File: config.mk
export PLATFORM = sky130hd
export DESIGN_NAME = top_k_priority_slot_allocator_flat
export DESIGN_NICKNAME = d
export VERILOG_FILES = /design/src/rtl/tkpsa_pkg.sv /design/src/rtl/tkpsa_if.sv /design/src/rtl/top_k_priority_slot_allocator.sv /design/src/rtl/tkpsa_pend.sv /design/src/rtl/tkpsa_cell.sv /design/src/flat_wrapper.sv
export SDC_FILE = /design/constraint.sdc
export NUM_CORES = 2
export LEC_CHECK = 0
export BUFFER_PORTS_ARGS = -buffer_cell sky130_fd_sc_hd__buf_2
export CORE_ASPECT_RATIO = 1.25
export CORE_MARGIN = 2
export CORE_UTILIZATION = 45
export CTS_BUF_LIST = sky130_fd_sc_hd__clkbuf_16
export CTS_CLUSTER_SIZE = 8
export DETAILED_ROUTE_END_ITERATION = 10
export PLACE_DENSITY_LB_ADDON = 0.2
export SLEW_MARGIN = 20
export SYNTH_ARGS = -nofsm -noshare
export SYNTH_HDL_FRONTEND = slang
export SYNTH_HIERARCHICAL = 1
export SYNTH_SLANG_ARGS = --single-unit
File: constraint.sdc
create_clock -name clk -period 14.7 [get_ports clk]
set_input_delay 2.94 -clock clk [delete_from_list [all_inputs] [get_ports clk]]
set_output_delay 2.94 -clock clk [all_outputs]
set_load 0.01 [all_outputs]
File: src/rtl/tkpsa_pkg.sv
// Shared types and constants for the top-k priority slot allocator.
// Depends on nothing; every other file of the block imports it.
`timescale 1ns / 1ps
`default_nettype none

package tkpsa_pkg;

  localparam int MODE_W  = 2;
  localparam int PID_W   = 6;
  localparam int PRIO_W  = 16;
  localparam int FRAME_W = 32;
  localparam int SLOT_W  = 2;

  typedef enum logic [MODE_W-1:0] {
    MODE_REQ   = 2'd0,
    MODE_QUERY = 2'd1,
    MODE_UNREG = 2'd2,
    MODE_MARK  = 2'd3
  } mode_t;

  // Updates that the controller applies to the pending table.
  typedef enum logic [2:0] {
    PEND_NOP     = 3'd0,
    PEND_REQ     = 3'd1,
    PEND_REQ_CLR = 3'd2,
    PEND_UNREG   = 3'd3,
    PEND_MARK    = 3'd4
  } pend_op_t;

endpackage

`default_nettype wire

File: src/rtl/tkpsa_if.sv
// Handshake interfaces for the request and result words of the allocator.
// Depends on tkpsa_pkg for the field widths.
`timescale 1ns / 1ps
`default_nettype none

interface tkpsa_in_if;
  import tkpsa_pkg::*;

  logic                     valid;
  logic                     ready;
  logic [MODE_W-1:0]        mode;
  logic [PID_W-1:0]         portal_id;
  logic signed [PRIO_W-1:0] priority_req;
  logic [FRAME_W-1:0]       frame_id;

  modport source (output valid, mode, portal_id, priority_req, frame_id, input ready);
  modport sink   (input valid, mode, portal_id, priority_req, frame_id, output ready);
endinterface

interface tkpsa_out_if;
  import tkpsa_pkg::*;

  logic              valid;
  logic              ready;
  logic              hot;
  logic [SLOT_W-1:0] slot;
  logic              was_hot;

  modport source (output valid, hot, slot, was_hot, input ready);
  modport sink   (input valid, hot, slot, was_hot, output ready);
endinterface

`default_nettype wire

File: src/rtl/top_k_priority_slot_allocator.sv
// Top level of the top-k priority slot allocator.
// Depends on tkpsa_pkg, tkpsa_if, tkpsa_pend and tkpsa_cell.
//
// Usage: each word on in_ch carries a mode, a client id, a signed Q8.8
// priority and a frame number. Every accepted word yields exactly one word
// on out_ch: hot and slot tell whether and where the client owns a slot
// now, was_hot whether it owned one in the previous frame.
// Queries, unregisters, marks and requests within the same frame are answered
// directly: the result word is valid on the cycle after acceptance.
// A request from an in-range client with a new frame number reallocates the
// pool. The pending table is swept one entry per cycle through its memory
// read port into a chain of POOL_SIZE sorting cells; the sequencer steps
// through its scan, drain and done states before the result word is loaded,
// and no other word is accepted until then.
// The output is a register; a new word is accepted while a result waits as
// long as the receiver takes that result in the same cycle. While the
// receiver stalls, the result holds and in_ch.ready stays low.
// Reset (rst_n low at a clock edge) empties all slots, the pending and dying
// flags and the output register, and sets the stored frame number to zero.
// The priority memory is not cleared; an entry is only used once written.
`timescale 1ns / 1ps
`default_nettype none

module top_k_priority_slot_allocator
  import tkpsa_pkg::*;
#(
  parameter int POOL_SIZE   = 4,
  parameter int MAX_CLIENTS = 64
) (
  input  wire logic   clk,
  input  wire logic   rst_n,
  tkpsa_in_if.sink    in_ch,
  tkpsa_out_if.source out_ch
);

  localparam int IDX_W = $clog2(MAX_CLIENTS);
  localparam int PW    = (POOL_SIZE > 1) ? $clog2(POOL_SIZE) : 1;
  localparam logic [IDX_W-1:0] LAST_IDX  = IDX_W'(MAX_CLIENTS - 1);
  localparam logic [PW-1:0]    LAST_CELL = PW'(POOL_SIZE - 1);

  typedef enum logic [3:0] {
    ST_IDLE  = 4'b0001,
    ST_SCAN  = 4'b0010,
    ST_DRAIN = 4'b0100,
    ST_DONE  = 4'b1000
  } state_t;

  state_t state_r;
  logic [IDX_W-1:0] scan_r;
  logic [PW-1:0]    drain_r;

  // Slot owner tables.
  logic [POOL_SIZE-1:0] cur_vld_r;
  logic [IDX_W-1:0]     cur_id_r [POOL_SIZE];
  logic [POOL_SIZE-1:0] prev_vld_r;
  logic [IDX_W-1:0]     prev_id_r [POOL_SIZE];
  logic [FRAME_W-1:0]   last_frame_r;

  // The request that triggered a reallocation, held until it completes.
  logic [IDX_W-1:0]         itm_id_r;
  logic signed [PRIO_W-1:0] itm_prio_r;
  logic [FRAME_W-1:0]       itm_frame_r;

  logic              out_vld_r;
  logic              out_hot_r;
  logic [SLOT_W-1:0] out_slot_r;
  logic              out_was_r;

  logic       in_acc;
  logic       in_range;
  logic       realloc;
  logic       out_load;
  mode_t      in_mode;
  logic [IDX_W-1:0] in_idx;

  logic [POOL_SIZE-1:0] cur_upd_vld;
  logic [POOL_SIZE-1:0] prev_upd_vld;

  // Pending table interface.
  pend_op_t                 pend_op;
  logic [IDX_W-1:0]         pend_idx;
  logic signed [PRIO_W-1:0] pend_prio;
  logic                     rd_elig;
  logic [IDX_W-1:0]         rd_id;
  logic signed [PRIO_W-1:0] rd_prio;

  // Sorting chain: element k feeds cell k, element POOL_SIZE leaves the chain.
  logic                     chain_vld  [POOL_SIZE+1];
  logic [IDX_W-1:0]         chain_id   [POOL_SIZE+1];
  logic signed [PRIO_W-1:0] chain_prio [POOL_SIZE+1];
  logic [POOL_SIZE-1:0]     cell_vld;
  logic [IDX_W-1:0]         cell_id [POOL_SIZE];

  // Result lookup.
  logic [POOL_SIZE-1:0] res_cur_vld;
  logic [POOL_SIZE-1:0] res_prev_vld;
  logic [IDX_W-1:0]     res_id;
  logic                 res_range;
  logic                 res_hot;
  logic [SLOT_W-1:0]    res_slot;
  logic                 res_was;

  assign in_mode  = mode_t'(in_ch.mode);
  assign in_idx   = IDX_W'(in_ch.portal_id);
  assign in_range = 32'(in_ch.portal_id) < 32'(MAX_CLIENTS);
  assign realloc  = in_range && (in_mode == MODE_REQ) && (in_ch.frame_id != last_frame_r);

  // A new word enters only while idle and when the output register is free
  // or being emptied in this cycle.
  assign in_ch.ready = (state_r == ST_IDLE) && (!out_vld_r || out_ch.ready);
  assign in_acc      = in_ch.valid && in_ch.ready;
  assign out_load    = (in_acc && !realloc) || (state_r == ST_DONE);

  // Unregister drops the client from both owner tables.
  always_comb begin
    cur_upd_vld  = cur_vld_r;
    prev_upd_vld = prev_vld_r;
    if (in_range && in_mode == MODE_UNREG) begin
      for (int k = 0; k < POOL_SIZE; k++) begin
        if (cur_id_r[k] == in_idx) begin
          cur_upd_vld[k] = 1'b0;
        end
        if (prev_id_r[k] == in_idx) begin
          prev_upd_vld[k] = 1'b0;
        end
      end
    end
  end

  always_comb begin
    pend_op   = PEND_NOP;
    pend_idx  = in_idx;
    pend_prio = in_ch.priority_req;
    if (state_r == ST_DONE) begin
      pend_op   = PEND_REQ_CLR;
      pend_idx  = itm_id_r;
      pend_prio = itm_prio_r;
    end else if (in_acc && in_range && !realloc) begin
      case (in_mode)
        MODE_REQ:   pend_op = PEND_REQ;
        MODE_UNREG: pend_op = PEND_UNREG;
        MODE_MARK:  pend_op = PEND_MARK;
        default:    pend_op = PEND_NOP;
      endcase
    end
  end

  tkpsa_pend #(
    .DEPTH (MAX_CLIENTS),
    .IDX_W (IDX_W)
  ) u_pend (
    .clk       (clk),
    .rst_n     (rst_n),
    .cmd_op    (pend_op),
    .cmd_idx   (pend_idx),
    .cmd_prio  (pend_prio),
    .rd_en     (state_r == ST_SCAN),
    .rd_idx    (scan_r),
    .rd_elig_r (rd_elig),
    .rd_id_r   (rd_id),
    .rd_prio_r (rd_prio)
  );

  assign chain_vld[0]  = rd_elig;
  assign chain_id[0]   = rd_id;
  assign chain_prio[0] = rd_prio;

  // Each cell keeps the best candidate it has seen and hands the loser to
  // its neighbor, so after the sweep cell k holds the k-th best client.
  for (genvar g = 0; g < POOL_SIZE; g++) begin : g_cell
    tkpsa_cell #(
      .IDX_W (IDX_W)
    ) u_cell (
      .clk         (clk),
      .rst_n       (rst_n),
      .clr         (in_acc && realloc),
      .in_vld      (chain_vld[g]),
      .in_id       (chain_id[g]),
      .in_prio     (chain_prio[g]),
      .pass_vld_r  (chain_vld[g+1]),
      .pass_id_r   (chain_id[g+1]),
      .pass_prio_r (chain_prio[g+1]),
      .hold_vld_r  (cell_vld[g]),
      .hold_id_r   (cell_id[g])
    );
  end

  // Sequencer: sweep every pending entry, then let the last candidate ripple
  // through the chain, then commit.
  always_ff @(posedge clk) begin
    if (!rst_n) begin
      state_r <= ST_IDLE;
      scan_r  <= '0;
      drain_r <= '0;
    end else begin
      case (state_r)
        ST_IDLE: begin
          scan_r  <= '0;
          drain_r <= '0;
          if (in_acc && realloc) begin
            state_r <= ST_SCAN;
          end
        end
        ST_SCAN: begin
          scan_r <= scan_r + 1'b1;
          if (scan_r == LAST_IDX) begin
            state_r <= ST_DRAIN;
          end
        end
        ST_DRAIN: begin
          drain_r <= drain_r + 1'b1;
          if (drain_r == LAST_CELL) begin
            state_r <= ST_DONE;
          end
        end
        ST_DONE: begin
          state_r <= ST_IDLE;
        end
        default: begin
          state_r <= ST_IDLE;
        end
      endcase
    end
  end

  always_ff @(posedge clk) begin
    if (!rst_n) begin
      cur_vld_r    <= '0;
      prev_vld_r   <= '0;
      last_frame_r <= '0;
    end else if (state_r == ST_DONE) begin
      cur_vld_r    <= cell_vld;
      last_frame_r <= itm_frame_r;
    end else if (in_acc && realloc) begin
      prev_vld_r <= cur_vld_r;
    end else if (in_acc) begin
      cur_vld_r  <= cur_upd_vld;
      prev_vld_r <= prev_upd_vld;
    end
  end

  always_ff @(posedge clk) begin
    if (state_r == ST_DONE) begin
      cur_id_r <= cell_id;
    end else if (in_acc && realloc) begin
      prev_id_r   <= cur_id_r;
      itm_id_r    <= in_idx;
      itm_prio_r  <= in_ch.priority_req;
      itm_frame_r <= in_ch.frame_id;
    end
  end

  // Result lookup against the owner tables as they stand after the word.
  always_comb begin
    if (state_r == ST_DONE) begin
      res_cur_vld  = cell_vld;
      res_prev_vld = prev_vld_r;
      res_id       = itm_id_r;
      res_range    = 1'b1;
    end else begin
      res_cur_vld  = cur_upd_vld;
      res_prev_vld = prev_upd_vld;
      res_id       = in_idx;
      res_range    = in_range;
    end
    res_hot  = 1'b0;
    res_slot = '0;
    res_was  = 1'b0;
    // Walk down so that the lowest matching slot wins.
    for (int k = POOL_SIZE - 1; k >= 0; k--) begin
      if (res_cur_vld[k] &&
          (((state_r == ST_DONE) ? cell_id[k] : cur_id_r[k]) == res_id)) begin
        res_hot  = 1'b1;
        res_slot = SLOT_W'(k);
      end
      if (res_prev_vld[k] && (prev_id_r[k] == res_id)) begin
        res_was = 1'b1;
      end
    end
    if (!res_range) begin
      res_hot  = 1'b0;
      res_slot = '0;
      res_was  = 1'b0;
    end
  end

  always_ff @(posedge clk) begin
    if (!rst_n) begin
      out_vld_r <= 1'b0;
    end else if (out_load) begin
      out_vld_r <= 1'b1;
    end else if (out_ch.ready) begin
      out_vld_r <= 1'b0;
    end
  end

  always_ff @(posedge clk) begin
    if (out_load) begin
      out_hot_r  <= res_hot;
      out_slot_r <= res_slot;
      out_was_r  <= res_was;
    end
  end

  assign out_ch.valid   = out_vld_r;
  assign out_ch.hot     = out_hot_r;
  assign out_ch.slot    = out_slot_r;
  assign out_ch.was_hot = out_was_r;

endmodule

`default_nettype wire

File: src/rtl/tkpsa_pend.sv
// Pending table: priority memory with a registered read port, plus the
// pending and dying flags per client. Depends on tkpsa_pkg.
`timescale 1ns / 1ps
`default_nettype none

module tkpsa_pend
  import tkpsa_pkg::*;
#(
  parameter int DEPTH = 64,
  parameter int IDX_W = 6
) (
  input  wire logic                     clk,
  input  wire logic                     rst_n,
  input  wire pend_op_t                 cmd_op,
  input  wire logic [IDX_W-1:0]         cmd_idx,
  input  wire logic signed [PRIO_W-1:0] cmd_prio,
  input  wire logic                     rd_en,
  input  wire logic [IDX_W-1:0]         rd_idx,
  output logic                          rd_elig_r,
  output logic [IDX_W-1:0]              rd_id_r,
  output logic signed [PRIO_W-1:0]      rd_prio_r
);

  logic signed [PRIO_W-1:0] prio_mem [DEPTH];
  logic [DEPTH-1:0]         pend_vld_r;
  logic [DEPTH-1:0]         dying_r;

  // Priority memory: one write port, one registered read port.
  always_ff @(posedge clk) begin
    if (cmd_op == PEND_REQ || cmd_op == PEND_REQ_CLR) begin
      prio_mem[cmd_idx] <= cmd_prio;
    end
    if (rd_en) begin
      rd_prio_r <= prio_mem[rd_idx];
    end
    rd_id_r <= rd_idx;
  end

  always_ff @(posedge clk) begin
    if (!rst_n) begin
      pend_vld_r <= '0;
      dying_r    <= '0;
      rd_elig_r  <= 1'b0;
    end else begin
      rd_elig_r <= rd_en && pend_vld_r[rd_idx] && !dying_r[rd_idx];
      case (cmd_op)
        PEND_REQ: begin
          pend_vld_r[cmd_idx] <= 1'b1;
        end
        PEND_REQ_CLR: begin
          // A new frame empties the table before this request is recorded.
          pend_vld_r <= DEPTH'(1) << cmd_idx;
        end
        PEND_UNREG: begin
          pend_vld_r[cmd_idx] <= 1'b0;
          dying_r[cmd_idx]    <= 1'b0;
        end
        PEND_MARK: begin
          dying_r[cmd_idx] <= 1'b1;
        end
        default: begin
        end
      endcase
    end
  end

endmodule

`default_nettype wire

File: src/rtl/tkpsa_cell.sv
// One cell of the insertion-sort chain that ranks candidates by priority.
// Depends on tkpsa_pkg for the priority width.
`timescale 1ns / 1ps
`default_nettype none

module tkpsa_cell
  import tkpsa_pkg::*;
#(
  parameter int IDX_W = 6
) (
  input  wire logic                     clk,
  input  wire logic                     rst_n,
  input  wire logic                     clr,
  input  wire logic                     in_vld,
  input  wire logic [IDX_W-1:0]         in_id,
  input  wire logic signed [PRIO_W-1:0] in_prio,
  output logic                          pass_vld_r,
  output logic [IDX_W-1:0]              pass_id_r,
  output logic signed [PRIO_W-1:0]      pass_prio_r,
  output logic                          hold_vld_r,
  output logic [IDX_W-1:0]              hold_id_r
);

  logic signed [PRIO_W-1:0] hold_prio_r;
  logic                     beats;

  // Higher priority wins; on a tie the lower id wins.
  assign beats = in_vld && (!hold_vld_r || (in_prio > hold_prio_r) ||
                            ((in_prio == hold_prio_r) && (in_id < hold_id_r)));

  always_ff @(posedge clk) begin
    if (!rst_n) begin
      hold_vld_r <= 1'b0;
      pass_vld_r <= 1'b0;
    end else if (clr) begin
      hold_vld_r <= 1'b0;
      pass_vld_r <= 1'b0;
    end else begin
      pass_vld_r <= beats ? hold_vld_r : in_vld;
      if (beats) begin
        hold_vld_r <= 1'b1;
      end
    end
  end

  always_ff @(posedge clk) begin
    pass_id_r   <= beats ? hold_id_r : in_id;
    pass_prio_r <= beats ? hold_prio_r : in_prio;
    if (beats) begin
      hold_id_r   <= in_id;
      hold_prio_r <= in_prio;
    end
  end

endmodule

`default_nettype wire

File: src/flat_wrapper.sv
// flat-port wrapper written by rule: the top's interface ports become plain ports
module top_k_priority_slot_allocator_flat import tkpsa_pkg::*;
#(
  parameter int POOL_SIZE   = 4,
  parameter int MAX_CLIENTS = 64
)
  (clk, rst_n, in_ch_valid, in_ch_mode, in_ch_portal_id, in_ch_priority_req, in_ch_frame_id, in_ch_ready, out_ch_valid, out_ch_hot, out_ch_slot, out_ch_was_hot, out_ch_ready);
  tkpsa_in_if in_ch_i ();
  tkpsa_out_if out_ch_i ();
  input  wire logic clk;
  input  wire logic rst_n;
  input wire logic [$bits(in_ch_i.valid)-1:0] in_ch_valid;
  input wire logic [$bits(in_ch_i.mode)-1:0] in_ch_mode;
  input wire logic [$bits(in_ch_i.portal_id)-1:0] in_ch_portal_id;
  input wire logic [$bits(in_ch_i.priority_req)-1:0] in_ch_priority_req;
  input wire logic [$bits(in_ch_i.frame_id)-1:0] in_ch_frame_id;
  output wire logic [$bits(in_ch_i.ready)-1:0] in_ch_ready;
  output wire logic [$bits(out_ch_i.valid)-1:0] out_ch_valid;
  output wire logic [$bits(out_ch_i.hot)-1:0] out_ch_hot;
  output wire logic [$bits(out_ch_i.slot)-1:0] out_ch_slot;
  output wire logic [$bits(out_ch_i.was_hot)-1:0] out_ch_was_hot;
  input wire logic [$bits(out_ch_i.ready)-1:0] out_ch_ready;
  assign in_ch_i.valid = in_ch_valid;
  assign in_ch_i.mode = in_ch_mode;
  assign in_ch_i.portal_id = in_ch_portal_id;
  assign in_ch_i.priority_req = in_ch_priority_req;
  assign in_ch_i.frame_id = in_ch_frame_id;
  assign in_ch_ready = in_ch_i.ready;
  assign out_ch_valid = out_ch_i.valid;
  assign out_ch_hot = out_ch_i.hot;
  assign out_ch_slot = out_ch_i.slot;
  assign out_ch_was_hot = out_ch_i.was_hot;
  assign out_ch_i.ready = out_ch_ready;
  top_k_priority_slot_allocator #(.POOL_SIZE(POOL_SIZE), .MAX_CLIENTS(MAX_CLIENTS)) u_core (.clk(clk), .rst_n(rst_n), .in_ch(in_ch_i), .out_ch(out_ch_i));
endmodule
After elaboration in Yosys (flattened, before gate mapping)
Memory sizes are Yosys's and may differ from the RTL's. A register that Yosys moved wholly into a read port is not among the register bits.
Cells that the tools add are included.
W data, S select, Z words.
{ "totals": {"register_bits": 455, "mem_bits_rw": 1024, "in_bits": 60, "output_inout_bits": 6, "elab_cells": 222, "n_memories": 1} }
{ "mem_list": {"columns": ["memory", "words", "word_bits", "rd", "rd_clocked_by_memory_dff", "wr", "line_no", "source"], "rows": [
  ["u_core.u_pend.prio_mem", 64, 16, 1, 1, 1, "tkpsa_pend.sv:24", "logic signed [PRIO_W-1:0] prio_mem [DEPTH];"]
]} }
{ "op_classes": {"add_sub_neg": 2, "n_lt_le_gt_ge": 11, "eq_ne": 37, "n_shift": 1, "mux": 58, "bitwise_logic": 7, "n_reduce_logical": 58} }
{ "op_table": {"columns": ["op", "count"], "rows": [
  ["$pmux W64 S3", 1],
  ["$and A64 B64 Y64", 2],
  ["$or A64 B64 Y64", 2],
  ["$pmux W64 S2", 1],
  ["$eq A6 B6 Y1", 16],
  ["$eq A16 B16 Y1", 4],
  ["$gt A16 B16 Y1", 4],
  ["$mux W16", 4],
  ["$not A64 Y64", 1],
  ["$shl A1 B6 Y64 const A", 1],
  ["$mux W4", 12],
  ["$mux W6", 8],
  ["$ne A32 B32 Y1", 1],
  ["$logic_and A1 B1 Y1", 24],
  ["$lt A6 B6 Y1", 4],
  ["$mux W1", 21],
  ["$lt A6 B7 Y1 const B", 2],
  ["$bmux W1 S6", 2],
  ["$pmux W4 S3", 1],
  ["$pmux W6 S2", 1],
  ["$reduce_bool A2 Y1", 6],
  ["$logic_or A1 B1 Y1", 11],
  ["$pmux W3 S3", 1],
  ["$logic_not A1 Y1", 7],
  ["other kinds (25)", 37]
]} }

Longest topological paths before layout
{ "logic_depth": {"word_depth": 11, "ltp_mapped": 14, "ltp_nobuf": 10} }

Hierarchy
The synthesis kept the hierarchy.
{ "modules_own_cells": {"columns": ["mod", "instances", "cells_each", "area_per_inst_um2", "seq_area_each_um2"], "rows": [
  ["tkpsa_pend", 1, 2480, 45926.5, 33932.5],
  ["tkpsa_cell", 4, 155, 2124.5, 1141.1],
  ["top_k_priority_slot_allocator", 1, 650, 7419.6, 4244.1]
]} }

Worst setup path after synthesis
No wires, ideal clock.
{ "synth_path": {"kind": "input port to flip-flop", "startpoint": "input out_ch_ready", "endpoint": "register u_core.itm_frame_r[0] (enable)", "setup_ns": 0.515, "arrival_ns": 6.786, "required_time_ns": 14.185, "setup_slack_ns": 7.399, "cell_stages": 4, "n_path_buf": 0, "cell_sequence": "nand2b_1 and2_0 nand2_1 nor2_1"} }
{ "synth_between": {"elab_chain_cells": 5} }
{ "synth_lines": {"columns": ["item", "line_no", "source"], "rows": [
  ["start, declared", "flat_wrapper.sv:22", "input wire logic [$bits(out_ch_i.ready)-1:0] out_ch_ready;"],
  ["$logic_or A1 B1 Y1", "top_k_priority_slot_allocator.sv:110", "assign in_ch.ready = (state_r == ST_IDLE) && (!out_vld_r || out_ch.ready);"],
  ["$logic_and A1 B1 Y1", "top_k_priority_slot_allocator.sv:110", null],
  ["via in_ch_ready", "flat_wrapper.sv:17", "output wire logic [$bits(in_ch_i.ready)-1:0] in_ch_ready;"],
  ["$logic_and A1 B1 Y1", "top_k_priority_slot_allocator.sv:111", "assign in_acc = in_ch.valid && in_ch.ready;"],
  ["$logic_and A1 B1 Y1", "top_k_priority_slot_allocator.sv:245", "end else if (in_acc && realloc) begin"],
  ["$reduce_and A2 Y1 (no source line)", null, null],
  ["end signal, assigned", "top_k_priority_slot_allocator.sv:249", "itm_frame_r <= in_ch.frame_id;"],
  ["end, declared", "top_k_priority_slot_allocator.sv:62", "logic [FRAME_W-1:0] itm_frame_r;"]
]} }
The timed path passes the listed nets, and every way through them passes these cells.
A chain may end at the register's enable or synchronous reset.

Final worst setup path
{ "layout_path": {"startpoint": "input out_ch_ready", "endpoint": "output in_ch_ready"} }
{ "layout_between": {"elab_chain_cells": 2} }
{ "layout_lines": {"columns": ["item", "line_no"], "rows": [
  ["$logic_or A1 B1 Y1", "top_k_priority_slot_allocator.sv:110"],
  ["$logic_and A1 B1 Y1", "top_k_priority_slot_allocator.sv:110"],
  ["end, declared", "flat_wrapper.sv:17"]
]} }
Every way passes these cells.

==> impl_metrics.yaml <==
power:
  power_density_nw_per_um2: 131
  pwr-share-comb: 0.022
  internal-power_w: 0.00715
  sequentialPowerShare: 0.507
  power_switching_w: 0.00194
  switching_share: 0.213
  ir_worst_vdd_mv: 0.108
  leakagePower_nw: 23.3
  power_frac_clock: 0.472
worst_hold_path:
  hold_end: "u_core/g_cell[3].u_cell/hold_prio_r[0]"
  hold_class: "reg -> reg"
  min-delay-start: "u_core/g_cell[2].u_cell/pass_prio_r[0]"
  hold_depth: 0
placement:
  placed_area_um2: 63300
  place_hpwl_um: 91900
  port_buffers: 65
  gp_congestion: 0.849
clock_network:
  cts_buffers: 205
  postCtsHoldBufs: 0
  clock_latency_ps: 830
  path_clk_slew_ps: 50
  post_cts_buffers: 0
  cts-root-buf: "clkbuf_16"
  cts.sinks: 1495
  post_cts_resized: 0
  clk_path_buf_depth: 3
  htreeDepth: 4
  cts_tree: "done"
routing:
  dr_total_vias: 33100
  drc_errors: 0
  final_antenna_net_count: 0
  wire_per_inst_um: 26.3
  drt_pass1_iterations: 6
  drt_iter0_drc: 3316
  routed_via_density: 5.70
  routed_wl_um: 153000
layout:
  multiInputGateArea_um2: 17500
  area_delta_synth_final_pct: 13.6
  fillers: 10900
  regArea_um2: 42300
  drive_gt1_frac: 0.207
  fin_nets: 3998
  fin_area_um2: 69400
timing:
  finalCritPeriodShare: 0.444
  grt_setup_unrepaired: "false"
  maxSlewHeadroom: 0.229
  finClkSkew_ps: 30.3
  slew_viol_final: 0
  setup_viol: 0
  min_period_ps: 6520
  fmax_mhz: 153
  tns_ps: 0
  finalHoldViolCount: 0
  tightest_slew_ps: 1120
logic_synthesis:
  syn_inst: 3703
  synthesis.area_um2: 61000
  synth_area_per_cell_um2: 16.5
  ys_warn_count: 6
  synth_fp_nets: 3849
setup_path:
  r2r-start: "u_core/state_r[1]"
  crit_buf_inv: 2
  cpMostUsedCell: "buf_2"
  arrival_ps: 3580
  crit_chain: "buf_2 -> nand2b_1 -> and2_0 -> buf_2"
  path_depth: 4
  critPathLaunch: "out_ch_ready"
  worstPathMaxFanout: 3
  r2r_cells: 7
  cp_top_family: "simple AND/OR/NAND/NOR gates"
  crit_path_start_kind: "primary input"
  worst_ep_required_time_ps: 11760
  max_stage_delay_ps: 210
  critPathKind: "in -> out"
  r2r_slack_ps: 9130
  r2r-end: "u_core/u_pend/prio_mem[3][11]"
  slowest_stage: "and2_0"
  crit_path_end_kind: "output port"
die:
  coreArea_um2: 135000
  start_util: 0.452
  die_h_um: 416
  die_x_um: 333
  dieArea_um2: 139000
  num_rows: 151
  ios: 66
run:
  maxCapViolCount: 0
global_routing:
  grt_pass1_vias: 32800
  grt_first_pass_wirelength_um: 224000
  grtUsageTotal: 0.220
  globalRouteOverflowTotal: 0
  antenna_found_initial: 5
  grt_max_degree: 137
outcome:
  run_status: "completed"
==> state kept, by name, summed over array words and instances, names as in the netlist, 3 cells and up, named ones only <==
| name | count |
|---|---|
| u_core/g_cell.u_cell/pass_id_r | 18 |
| u_core/g_cell.u_cell/hold_vld_r | 4 |
| u_core/u_pend/pend_vld_r | 64 |
| u_core/state_r | 4 |
| u_core/itm_frame_r | 32 |
| u_core/itm_id_r | 6 |
| u_core/u_pend/prio_mem | 1024 |
| u_core/cur_vld_r | 4 |
| u_core/g_cell.u_cell/hold_id_r | 24 |
| u_core/u_pend/rd_prio_r | 16 |
| u_core/scan_r | 6 |
| u_core/g_cell.u_cell/pass_prio_r | 48 |
| u_core/g_cell.u_cell/pass_vld_r | 3 |
| u_core/prev_id_r | 24 |
| u_core/g_cell.u_cell/hold_prio_r | 64 |
| u_core/cur_id_r | 24 |
| u_core/u_pend/rd_id_r | 6 |
| u_core/itm_prio_r | 16 |
| u_core/last_frame_r | 32 |
| u_core/prev_vld_r | 4 |
==> stage by stage <==
step | hold WS [ps] | instances | worst slack [ps] | util | total power [W]
2_1_floorplan | 372 | 3703 | 7400 | - | 0.00478
3_3_place_gp | 414 | 5404 | 7460 | 0.469 | 0.00488
3_5_place_dp | 424 | 5404 | 7280 | 0.469 | 0.00488
5_1_grt | 437 | 5796 | 7980 | 0.513 | 0.00937
4_1_cts | 436 | 5794 | 8140 | 0.513 | 0.00918
6_report | 432 | 5796 | 8180 | 0.513 | 0.00909
==> worst max path at each step <==
stage | endpoint | slack (ps)
3_5_place_dp | u_core/u_pend/prio_mem[57][13] | 7280
4_1_cts | u_core/u_pend/prio_mem[57][13] | 8140
6_report | in_ch_ready | 8180
2_1_floorplan | u_core/itm_frame_r[0] | 7400
5_1_grt | u_core/u_pend/prio_mem[29][5] | 7980
3_3_place_gp | u_core/u_pend/prio_mem[53][3] | 7460
==> area by class of cell <==
type                            instances  area share
Tap cell                             1759      0.0317
Clock buffer                          205      0.0740
Sequential cell                      1495       0.610
Inverter                              121     0.00673
Antenna cell                            2   0.0000722
Clock inverter                        185      0.0131
Timing Repair Buffer                  134      0.0126
Multi-Input combinational cell       1895       0.252
==> layout by cell type (no fill, tap or decap), types with 16 or more instances in the layout <==
cell type	count
nor2_1	60
mux2i_1	52
o21a_1	19
buf_4	68
a21boi_0	44
dfxtp_1	257
mux2_4	57
nand2_1	327
nand2_2	16
clkbuf_16	205
nor3b_1	29
nor2_2	48
xor2_1	92
mux4_2	288
o221ai_1	28
a21oi_1	118
o21ai_0	162
o21ai_1	32
ha_1	86
and2_1	68
edfxtp_1	1234
nand4_1	26
buf_2	64
nand3_1	16
inv_1	286
xnor2_1	36
nor4_1	29
nor2b_1	59
==> metal layers <==
metal	vias to the layer above	part of all wire	GRT usage
li1	14600	-	-
met1	17100	0.41	0.291
met2	1115	0.50	0.365
met3	249	0.059	0.0380
met4	2	0.035	0.0851
met5	-	0.000098	0
==> power groups by stage <==
stage          Sequential [W]  Combinational (W)  Clock [W]
3_3_place_gp          0.00469           0.000195          0
3_5_place_dp          0.00469           0.000198          0
4_1_cts               0.00460           0.000198    0.00438
5_1_grt               0.00460           0.000211    0.00455
6_report              0.00460           0.000198    0.00429
2_1_floorplan         0.00469          0.0000973          0
Power figures use the tool's default switching activity.
